==> src/hw/rtl/eso_pkg.sv <==
`default_nettype none

package eso_pkg;

  localparam int unsigned DATA_W = 32;
  localparam int unsigned GAIN_W = 21;
  localparam int unsigned CFG_IDX_W = 3;
  localparam int unsigned CFG_DATA_W = 31;

  localparam logic [CFG_IDX_W-1:0] REG_STEP_TIME = 3'd0;
  localparam logic [CFG_IDX_W-1:0] REG_POSITION_GAIN = 3'd1;
  localparam logic [CFG_IDX_W-1:0] REG_VELOCITY_GAIN_DT = 3'd2;
  localparam logic [CFG_IDX_W-1:0] REG_DISTURBANCE_GAIN_DT = 3'd3;
  localparam logic [CFG_IDX_W-1:0] REG_VELOCITY_TRIM_GAIN = 3'd4;
  localparam logic [CFG_IDX_W-1:0] REG_DECAY_KEEP = 3'd5;
  localparam logic [CFG_IDX_W-1:0] REG_INNOVATION_GATE = 3'd6;
  localparam logic [CFG_IDX_W-1:0] REG_DISTURBANCE_LIMIT = 3'd7;

  localparam logic [16:0] RST_STEP_TIME = 17'd655;
  localparam logic [16:0] RST_POSITION_GAIN = 17'd13107;
  localparam logic [20:0] RST_VELOCITY_GAIN_DT = 21'd7864;
  localparam logic [20:0] RST_DISTURBANCE_GAIN_DT = 21'd66;
  localparam logic [16:0] RST_VELOCITY_TRIM_GAIN = 17'd6554;
  localparam logic [16:0] RST_DECAY_KEEP = 17'd64553;
  localparam logic [30:0] RST_INNOVATION_GATE = 31'd9830;
  localparam logic [30:0] RST_DISTURBANCE_LIMIT = 31'd65536;

  // velocity error limit, 5.0 in q16.16
  localparam logic signed [32:0] VEL_ERR_LIMIT = 33'sd327680;

  typedef enum logic [2:0] {
    ST_IDLE,
    ST_LOAD,
    ST_MUL,
    ST_ROUND,
    ST_APPLY,
    ST_CLAMP,
    ST_OUT
  } state_t;

  typedef enum logic [2:0] {
    OP_VD,
    OP_PV,
    OP_DK,
    OP_PG,
    OP_VG,
    OP_DG,
    OP_TRIM
  } op_t;

  function automatic logic signed [31:0] sat33(input logic signed [32:0] x);
    logic signed [31:0] r;
    if (x[32] != x[31]) begin
      r = x[32] ? 32'sh8000_0000 : 32'sh7FFF_FFFF;
    end else begin
      r = x[31:0];
    end
    return r;
  endfunction

  function automatic logic signed [31:0] sat39(input logic signed [38:0] x);
    logic signed [31:0] r;
    if ((&x[38:31]) || !(|x[38:31])) begin
      r = x[31:0];
    end else begin
      r = x[38] ? 32'sh8000_0000 : 32'sh7FFF_FFFF;
    end
    return r;
  endfunction

  function automatic logic signed [31:0] sat_add(input logic signed [31:0] a,
                                                 input logic signed [31:0] b);
    logic signed [32:0] s;
    s = {a[31], a} + {b[31], b};
    return sat33(s);
  endfunction

  function automatic logic signed [31:0] sat_sub(input logic signed [31:0] a,
                                                 input logic signed [31:0] b);
    logic signed [32:0] s;
    s = {a[31], a} - {b[31], b};
    return sat33(s);
  endfunction

endpackage

`default_nettype wire

==> src/hw/rtl/encoder_state_observer_top.sv <==
// channel   direction  handshake                 payload
// in        input      in_valid / in_ready       in_meas_position, in_meas_velocity
// out       output     out_valid / out_ready     out_est_*, out_innovation, out_innovation_clamped
// cfg       input      cfg_we                    cfg_index, cfg_wdata
//
// one request runs from acceptance to result through seven products on a shared
// bit-serial multiplier (21 gain bits, one per cycle), plus the clamp steps and
// the output load.
// rst_n is synchronous; it clears the estimates, the seed flag and the registers
// to their defaults. a result waiting on out_ready holds the next request at the
// output load step; a new request is taken while a result waits.
`default_nettype none

module encoder_state_observer_top (
  input  wire logic                                  clk,
  input  wire logic                                  rst_n,
  input  wire logic                                  in_valid,
  output logic                                       in_ready,
  input  wire logic signed [eso_pkg::DATA_W-1:0]     in_meas_position,
  input  wire logic signed [eso_pkg::DATA_W-1:0]     in_meas_velocity,
  output logic                                       out_valid,
  input  wire logic                                  out_ready,
  output logic signed [eso_pkg::DATA_W-1:0]          out_est_position,
  output logic signed [eso_pkg::DATA_W-1:0]          out_est_velocity,
  output logic signed [eso_pkg::DATA_W-1:0]          out_est_disturbance,
  output logic signed [eso_pkg::DATA_W-1:0]          out_innovation,
  output logic                                       out_innovation_clamped,
  input  wire logic                                  cfg_we,
  input  wire logic [eso_pkg::CFG_IDX_W-1:0]         cfg_index,
  input  wire logic [eso_pkg::CFG_DATA_W-1:0]        cfg_wdata
);

  eso_pkg::state_t state_r, state_nxt;
  eso_pkg::op_t    op_r;

  logic [16:0] step_time_r;
  logic [16:0] position_gain_r;
  logic [20:0] velocity_gain_dt_r;
  logic [20:0] disturbance_gain_dt_r;
  logic [16:0] velocity_trim_gain_r;
  logic [16:0] decay_keep_r;
  logic [30:0] innovation_gate_r;
  logic [30:0] disturbance_limit_r;

  logic signed [31:0] p_r, v_r, d_r;
  logic               seeded_r;
  logic signed [31:0] mp_r, mv_r;
  logic signed [31:0] ep_r, epc_r, ev_r;
  logic               gated_r;

  // serial multiplier
  logic signed [31:0]        a_r;
  logic [eso_pkg::GAIN_W-1:0] g_r;
  logic signed [33:0]        h_r;
  logic [eso_pkg::GAIN_W-1:0] l_r;
  logic [4:0]                bit_cnt_r;
  logic signed [31:0]        q_r;

  logic               out_valid_r;
  logic signed [31:0] out_p_r, out_v_r, out_d_r, out_ep_r;
  logic               out_gated_r;

  logic               in_take;
  logic               out_load;
  logic               mul_last;
  logic signed [33:0] mul_sum;
  logic signed [38:0] rnd;
  logic signed [31:0] gate_s, dlim_s;
  logic signed [32:0] ev_diff;
  logic signed [31:0] ev_clamped;
  logic signed [31:0] a_sel;
  logic [eso_pkg::GAIN_W-1:0] g_sel;

  assign mul_last = (bit_cnt_r == 5'(eso_pkg::GAIN_W - 1));
  assign mul_sum  = h_r + (g_r[0] ? {{2{a_r[31]}}, a_r} : 34'sd0);
  assign rnd      = $signed({h_r, l_r[20:16]}) + $signed({38'd0, l_r[15]});
  assign gate_s   = $signed({1'b0, innovation_gate_r});
  assign dlim_s   = $signed({1'b0, disturbance_limit_r});
  assign ev_diff  = {mv_r[31], mv_r} - {v_r[31], v_r};

  always_comb begin
    if (ev_diff > eso_pkg::VEL_ERR_LIMIT) begin
      ev_clamped = eso_pkg::VEL_ERR_LIMIT[31:0];
    end else if (ev_diff < -eso_pkg::VEL_ERR_LIMIT) begin
      ev_clamped = 32'(-eso_pkg::VEL_ERR_LIMIT);
    end else begin
      ev_clamped = ev_diff[31:0];
    end
  end

  always_comb begin
    case (op_r)
      eso_pkg::OP_VD: begin
        a_sel = d_r;
        g_sel = {4'd0, step_time_r};
      end
      eso_pkg::OP_PV: begin
        a_sel = v_r;
        g_sel = {4'd0, step_time_r};
      end
      eso_pkg::OP_DK: begin
        a_sel = d_r;
        g_sel = {4'd0, decay_keep_r};
      end
      eso_pkg::OP_PG: begin
        a_sel = epc_r;
        g_sel = {4'd0, position_gain_r};
      end
      eso_pkg::OP_VG: begin
        a_sel = epc_r;
        g_sel = velocity_gain_dt_r;
      end
      eso_pkg::OP_DG: begin
        a_sel = epc_r;
        g_sel = disturbance_gain_dt_r;
      end
      eso_pkg::OP_TRIM: begin
        a_sel = ev_r;
        g_sel = {4'd0, velocity_trim_gain_r};
      end
      default: begin
        a_sel = '0;
        g_sel = '0;
      end
    endcase
  end

  // next state
  always_comb begin
    state_nxt = state_r;
    case (state_r)
      eso_pkg::ST_IDLE: begin
        if (in_valid) state_nxt = eso_pkg::ST_LOAD;
      end
      eso_pkg::ST_LOAD: begin
        state_nxt = eso_pkg::ST_MUL;
      end
      eso_pkg::ST_MUL: begin
        if (mul_last) state_nxt = eso_pkg::ST_ROUND;
      end
      eso_pkg::ST_ROUND: begin
        state_nxt = eso_pkg::ST_APPLY;
      end
      eso_pkg::ST_APPLY: begin
        if (op_r == eso_pkg::OP_DK || op_r == eso_pkg::OP_DG) begin
          state_nxt = eso_pkg::ST_CLAMP;
        end else if (op_r == eso_pkg::OP_TRIM) begin
          state_nxt = eso_pkg::ST_OUT;
        end else begin
          state_nxt = eso_pkg::ST_LOAD;
        end
      end
      eso_pkg::ST_CLAMP: begin
        state_nxt = eso_pkg::ST_LOAD;
      end
      eso_pkg::ST_OUT: begin
        if (!out_valid_r || out_ready) state_nxt = eso_pkg::ST_IDLE;
      end
      default: begin
        state_nxt = eso_pkg::ST_IDLE;
      end
    endcase
  end

  // outputs of the sequencer
  always_comb begin
    in_ready = 1'b0;
    out_load = 1'b0;
    case (state_r)
      eso_pkg::ST_IDLE: begin
        in_ready = 1'b1;
      end
      eso_pkg::ST_OUT: begin
        out_load = !out_valid_r || out_ready;
      end
      default: begin
        in_ready = 1'b0;
        out_load = 1'b0;
      end
    endcase
  end

  assign in_take = in_valid && in_ready;

  always_ff @(posedge clk) begin
    if (!rst_n) begin
      state_r <= eso_pkg::ST_IDLE;
    end else begin
      state_r <= state_nxt;
    end
  end

  // configuration registers
  always_ff @(posedge clk) begin
    if (!rst_n) begin
      step_time_r           <= eso_pkg::RST_STEP_TIME;
      position_gain_r       <= eso_pkg::RST_POSITION_GAIN;
      velocity_gain_dt_r    <= eso_pkg::RST_VELOCITY_GAIN_DT;
      disturbance_gain_dt_r <= eso_pkg::RST_DISTURBANCE_GAIN_DT;
      velocity_trim_gain_r  <= eso_pkg::RST_VELOCITY_TRIM_GAIN;
      decay_keep_r          <= eso_pkg::RST_DECAY_KEEP;
      innovation_gate_r     <= eso_pkg::RST_INNOVATION_GATE;
      disturbance_limit_r   <= eso_pkg::RST_DISTURBANCE_LIMIT;
    end else if (cfg_we) begin
      case (cfg_index)
        eso_pkg::REG_STEP_TIME:           step_time_r           <= cfg_wdata[16:0];
        eso_pkg::REG_POSITION_GAIN:       position_gain_r       <= cfg_wdata[16:0];
        eso_pkg::REG_VELOCITY_GAIN_DT:    velocity_gain_dt_r    <= cfg_wdata[20:0];
        eso_pkg::REG_DISTURBANCE_GAIN_DT: disturbance_gain_dt_r <= cfg_wdata[20:0];
        eso_pkg::REG_VELOCITY_TRIM_GAIN:  velocity_trim_gain_r  <= cfg_wdata[16:0];
        eso_pkg::REG_DECAY_KEEP:          decay_keep_r          <= cfg_wdata[16:0];
        eso_pkg::REG_INNOVATION_GATE:     innovation_gate_r     <= cfg_wdata;
        eso_pkg::REG_DISTURBANCE_LIMIT:   disturbance_limit_r   <= cfg_wdata;
        default: begin
        end
      endcase
    end
  end

  // estimates and sequencing
  always_ff @(posedge clk) begin
    if (!rst_n) begin
      p_r         <= '0;
      v_r         <= '0;
      d_r         <= '0;
      seeded_r    <= 1'b0;
      op_r        <= eso_pkg::OP_VD;
      bit_cnt_r   <= '0;
      out_valid_r <= 1'b0;
    end else begin
      out_valid_r <= out_load || (out_valid_r && !out_ready);
      case (state_r)
        eso_pkg::ST_IDLE: begin
          if (in_take) begin
            mp_r <= in_meas_position;
            mv_r <= in_meas_velocity;
            op_r <= eso_pkg::OP_VD;
            if (!seeded_r) begin
              p_r      <= in_meas_position;
              v_r      <= in_meas_velocity;
              seeded_r <= 1'b1;
            end
          end
        end
        eso_pkg::ST_LOAD: begin
          a_r       <= a_sel;
          g_r       <= g_sel;
          h_r       <= '0;
          l_r       <= '0;
          bit_cnt_r <= '0;
        end
        eso_pkg::ST_MUL: begin
          h_r       <= mul_sum >>> 1;
          l_r       <= {mul_sum[0], l_r[eso_pkg::GAIN_W-1:1]};
          g_r       <= g_r >> 1;
          bit_cnt_r <= bit_cnt_r + 5'd1;
        end
        eso_pkg::ST_ROUND: begin
          q_r <= eso_pkg::sat39(rnd);
        end
        eso_pkg::ST_APPLY: begin
          case (op_r)
            eso_pkg::OP_VD:   v_r <= eso_pkg::sat_add(v_r, q_r);
            eso_pkg::OP_PV:   p_r <= eso_pkg::sat_add(p_r, q_r);
            eso_pkg::OP_DK: begin
              d_r  <= q_r;
              ep_r <= eso_pkg::sat_sub(mp_r, p_r);
            end
            eso_pkg::OP_PG:   p_r <= eso_pkg::sat_add(p_r, q_r);
            eso_pkg::OP_VG:   v_r <= eso_pkg::sat_add(v_r, q_r);
            eso_pkg::OP_DG:   d_r <= eso_pkg::sat_add(d_r, q_r);
            eso_pkg::OP_TRIM: v_r <= eso_pkg::sat_add(v_r, q_r);
            default: begin
            end
          endcase
          if (op_r != eso_pkg::OP_TRIM && op_r != eso_pkg::OP_DK &&
              op_r != eso_pkg::OP_DG) begin
            op_r <= eso_pkg::op_t'(op_r + 3'd1);
          end
        end
        eso_pkg::ST_CLAMP: begin
          if (op_r == eso_pkg::OP_DK) begin
            // gate the innovation
            gated_r <= (ep_r > gate_s) || (ep_r < -gate_s);
            if (ep_r > gate_s) begin
              epc_r <= gate_s;
            end else if (ep_r < -gate_s) begin
              epc_r <= -gate_s;
            end else begin
              epc_r <= ep_r;
            end
          end else begin
            // disturbance limit and velocity error
            if (d_r > dlim_s) begin
              d_r <= dlim_s;
            end else if (d_r < -dlim_s) begin
              d_r <= -dlim_s;
            end
            ev_r <= ev_clamped;
          end
          op_r <= eso_pkg::op_t'(op_r + 3'd1);
        end
        default: begin
        end
      endcase
    end
  end

  always_ff @(posedge clk) begin
    if (out_load) begin
      out_p_r     <= p_r;
      out_v_r     <= v_r;
      out_d_r     <= d_r;
      out_ep_r    <= ep_r;
      out_gated_r <= gated_r;
    end
  end

  assign out_valid              = out_valid_r;
  assign out_est_position       = out_p_r;
  assign out_est_velocity       = out_v_r;
  assign out_est_disturbance    = out_d_r;
  assign out_innovation         = out_ep_r;
  assign out_innovation_clamped = out_gated_r;

endmodule

`default_nettype wire
==> config.mk <==
export PLATFORM = sky130hd
export DESIGN_NAME = encoder_state_observer_top
export DESIGN_NICKNAME = d
export VERILOG_FILES = /design/src/hw/rtl/eso_pkg.sv /design/src/hw/rtl/encoder_state_observer_top.sv
export SDC_FILE = /design/constraint.sdc
export NUM_CORES = 2
export LEC_CHECK = 0
export BUFFER_PORTS_ARGS = -buffer_cell sky130_fd_sc_hd__buf_2
export CAP_MARGIN = 20
export CORE_ASPECT_RATIO = 1.25
export CORE_UTILIZATION = 30
export CTS_BUF_LIST = sky130_fd_sc_hd__clkbuf_4 sky130_fd_sc_hd__clkbuf_8
export CTS_CLUSTER_SIZE = 14
export DETAILED_ROUTE_END_ITERATION = 6
export PLACE_DENSITY_LB_ADDON = 0.2
export SETUP_SLACK_MARGIN = 0.4
export SYNTH_ARGS = -nofsm -noshare
export SYNTH_HDL_FRONTEND = slang
export SYNTH_SLANG_ARGS = --single-unit
==> constraint.sdc <==
create_clock -name clk -period 21.2 [get_ports clk]
set_input_delay 4.24 -clock clk [delete_from_list [all_inputs] [get_ports clk]]
set_output_delay 4.24 -clock clk [all_outputs]
set_load 0.1 [all_outputs]
==> flow_summary.json <==
{
  "required_ps": 16960,
  "chipHeight_um": 424,
  "cts.path.max_buffers": 3,
  "fp.dieArea_um2": 144000,
  "critPathKind": "register to output pin",
  "fin_cells": 6825,
  "final_nets": 5284,
  "cts.sinks": 695,
  "clock-root-buffer": "clkbuf_8",
  "syn_nets": 5103,
  "h-tree-depth": 3,
  "route.detailed.drc": 0,
  "syn_area_um2": 42800,
  "ys_seq_area_share_pct": 42.2,
  "finClkSkew_ps": 51.6,
  "grt_pass1_wl_mm": 243,
  "dp_hpwl_mm": 125,
  "antenna_found_initial": 9,
  "start_util_pct": 30.3,
  "wl_mm": 168,
  "rows": 154,
  "stdcell_area_um2": 48700,
  "yosys.area.top_type": "edfxtp_1",
  "worstPathMaxFanout": 15,
  "layout-drive-gt1-share_pct": 12.0,
  "max_freq_mhz": 147,
  "cp_data_arrival_time_ps": 2560,
  "die_w_um": 340,
  "synth.distinct_cells": 108,
  "final_hold_viol_count": 0,
  "worst_slew_pin_slew_ps": 1140,
  "place_area_um2": 46000,
  "whs_path_depth": 2,
  "rsz0062_at_grt": "false",
  "cts_buffers": 119,
  "leakagePower_nw": 19.0,
  "post_cts_buffers": 0,
  "netlist_top_cells_area": "edfxtp_1 (29%), dfxtp_1 (13%), ha_1 (9.6%)",
  "yosys_warnings": 0,
  "fin_ws_ps": 14400,
  "clock_latency_ps": 880,
  "routedWlPerCell_um": 24.7,
  "hold_buffers": 0,
  "grt_use_total_pct": 22.7,
  "async_flop_share_pct": 0,
  "path_clk_slew_ps": 60,
  "dp_slack_ps": 14060,
  "drv_cap": 0,
  "synth_most_common_cell": "nand2_1",
  "dr.first_iter.drc_count": 3206,
  "synth_top_cells_by_count": "nand2_1 (586), a21oi_1 (462), edfxtp_1 (414)",
  "core_um2": 141000,
  "ant_nets": 0,
  "utilization_pct": 34.5,
  "gr-total-overflow": 0,
  "final.period_utilization_pct": 32.1,
  "setup_tns_ps": 0,
  "critPathLaunchType": "register",
  "setup_viol": 0,
  "maxSlewViolCount": 0,
  "syn2layout_area_growth_pct": 13.8,
  "power_density_nw_per_um2": 96.4,
  "design.portCount": 234,
  "cts_resized": 0,
  "gp_congestion": 0.918,
  "yosysTopAreaCellShare_pct": 29.1,
  "synth-edff-count": 414,
  "vias": 37200,
  "cts_tree": "yes",
  "synth_seq_cells": 695,
  "synth-main-ff-cell": "edfxtp_1",
  "ff2ff_path_depth": 18,
  "synth.avg_cell_area_um2": 9.17,
  "viasPerCell": 5.45,
  "first_pass_iters": 6,
  "dp.cells": 6598,
  "grt_max_degree": 118,
  "first_global_vias": 35400,
  "relSlewSlack_pct": 23.8,
  "netlist_instances": 4666,
  "ir_drop_mv": 0.0556,
  "port_buffers": 233,
  "hold_path_class": "register to register",
  "cp-end-kind": "output pin",
  "post-route-min-period_ps": 6800,
  "status": "finished clean"
}
-- metrics by stage --
stage | power [mW] | hold WS, ps
floorplan | 2.83 | 400
global placement | 3.28 | 442
detailed placement | 3.29 | 448
CTS | 4.71 | 456
global route | 4.94 | 468
finish | 4.69 | 454
-- worst paths after layout --
kind	slack [ps]	start	end
max reg2reg	14570	innovation_gate_r[1]	epc_r[24]
min	450	decay_keep_r[9]	decay_keep_r[9]
min reg2reg	450	decay_keep_r[9]	decay_keep_r[9]
max	14400	state_r[1]	in_ready
-- cells by family (layout without fill, tap and decap cells) --
group / Yosys count / in the layout / share of synthesized area [%]
AND/OR/NAND/NOR: 1544 / 1544 / 16.8
AO/OA/AOI/OAI: 1363 / 1363 / 21.2
flip-flops: 695 / 695 / 42.2
buffers and inverters: 448 / 730 / 4.08
adder cells (fa/ha/maj): 347 / 347 / 10.2
XOR/XNOR: 259 / 259 / 5.32
multiplexers: 10 / 10 / 0.234
other: 0 / 5 / 0
-- power by group --
group | switching (mW) | leakage [nW] | internal [mW]
Combinational | 0.948 | 11.5 | 0.576
Clock | 0.635 | 1.39 | 0.773
Sequential | 0.169 | 6.15 | 1.59
Total | 1.75 | 19.0 | 2.94
-- per-layer routing --
layer  vias up  track usage, %  wire length (um)
met5         -               0                46
met4         6            10.1              7230
met3       286            3.32             10700
met2      1321            37.3             78600
met1     18100            29.4             71900
li1      17500               -                 -
-- flip-flops by register name (all words and copies together) (netlist names), 21 cells and up --
register               count
out_est_disturbance       32
g_r                       21
disturbance_limit_r       31
velocity_gain_dt_r        21
ep_r                      32
mp_r                      32
epc_r                     32
out_innovation            32
v_r                       32
a_r                       32
h_r                       33
disturbance_gain_dt_r     21
out_est_position          32
d_r                       32
p_r                       32
innovation_gate_r         31
mv_r                      32
ev_r                      32
out_est_velocity          32
q_r                       32
-- worst max-delay path, cell delays in order (launching register included) --
cell,delay [ps]
dfxtp_1,500
nor3_1,600
buf_2,590
-- layout make-up --
| class | instances | area (um2) |
|---|---|---|
| Inverter | 212 | 801 |
| Sequential cell | 695 | 18100 |
| Timing Repair Buffer | 296 | 1670 |
| Clock inverter | 63 | 679 |
| Fill cell | 14600 | 92500 |
| Multi-Input combinational cell | 3523 | 23100 |
| Tap cell | 1872 | 2340 |
| Clock buffer | 159 | 2010 |
| Antenna cell | 5 | 12.5 |
-- placed cells by master, fill, tap and decap left out, types with 40 or more instances in the layout --
| master | Yosys | layout |
|---|---|---|
| a2111oi_0 | 67 | 67 |
| a211oi_1 | 40 | 40 |
| a21o_1 | 142 | 142 |
| a21oi_1 | 462 | 461 |
| a22o_1 | 59 | 59 |
| and2_1 | 56 | 54 |
| buf_2 | 19 | 233 |
| buf_4 | 5 | 61 |
| clkbuf_8 | 0 | 131 |
| dfxtp_1 | 281 | 281 |
| edfxtp_1 | 414 | 414 |
| ha_1 | 328 | 328 |
| inv_1 | 211 | 210 |
| nand2_1 | 586 | 586 |
| nand2b_1 | 41 | 41 |
| nand3_1 | 139 | 139 |
| nand4_1 | 46 | 46 |
| nor2_1 | 380 | 366 |
| nor2b_1 | 55 | 54 |
| nor3_1 | 78 | 73 |
| o211ai_1 | 46 | 46 |
| o21a_1 | 43 | 43 |
| o21ai_0 | 184 | 183 |
| xnor2_1 | 185 | 185 |
| xor2_1 | 73 | 73 |
Power figures use the tool's default switching activity.
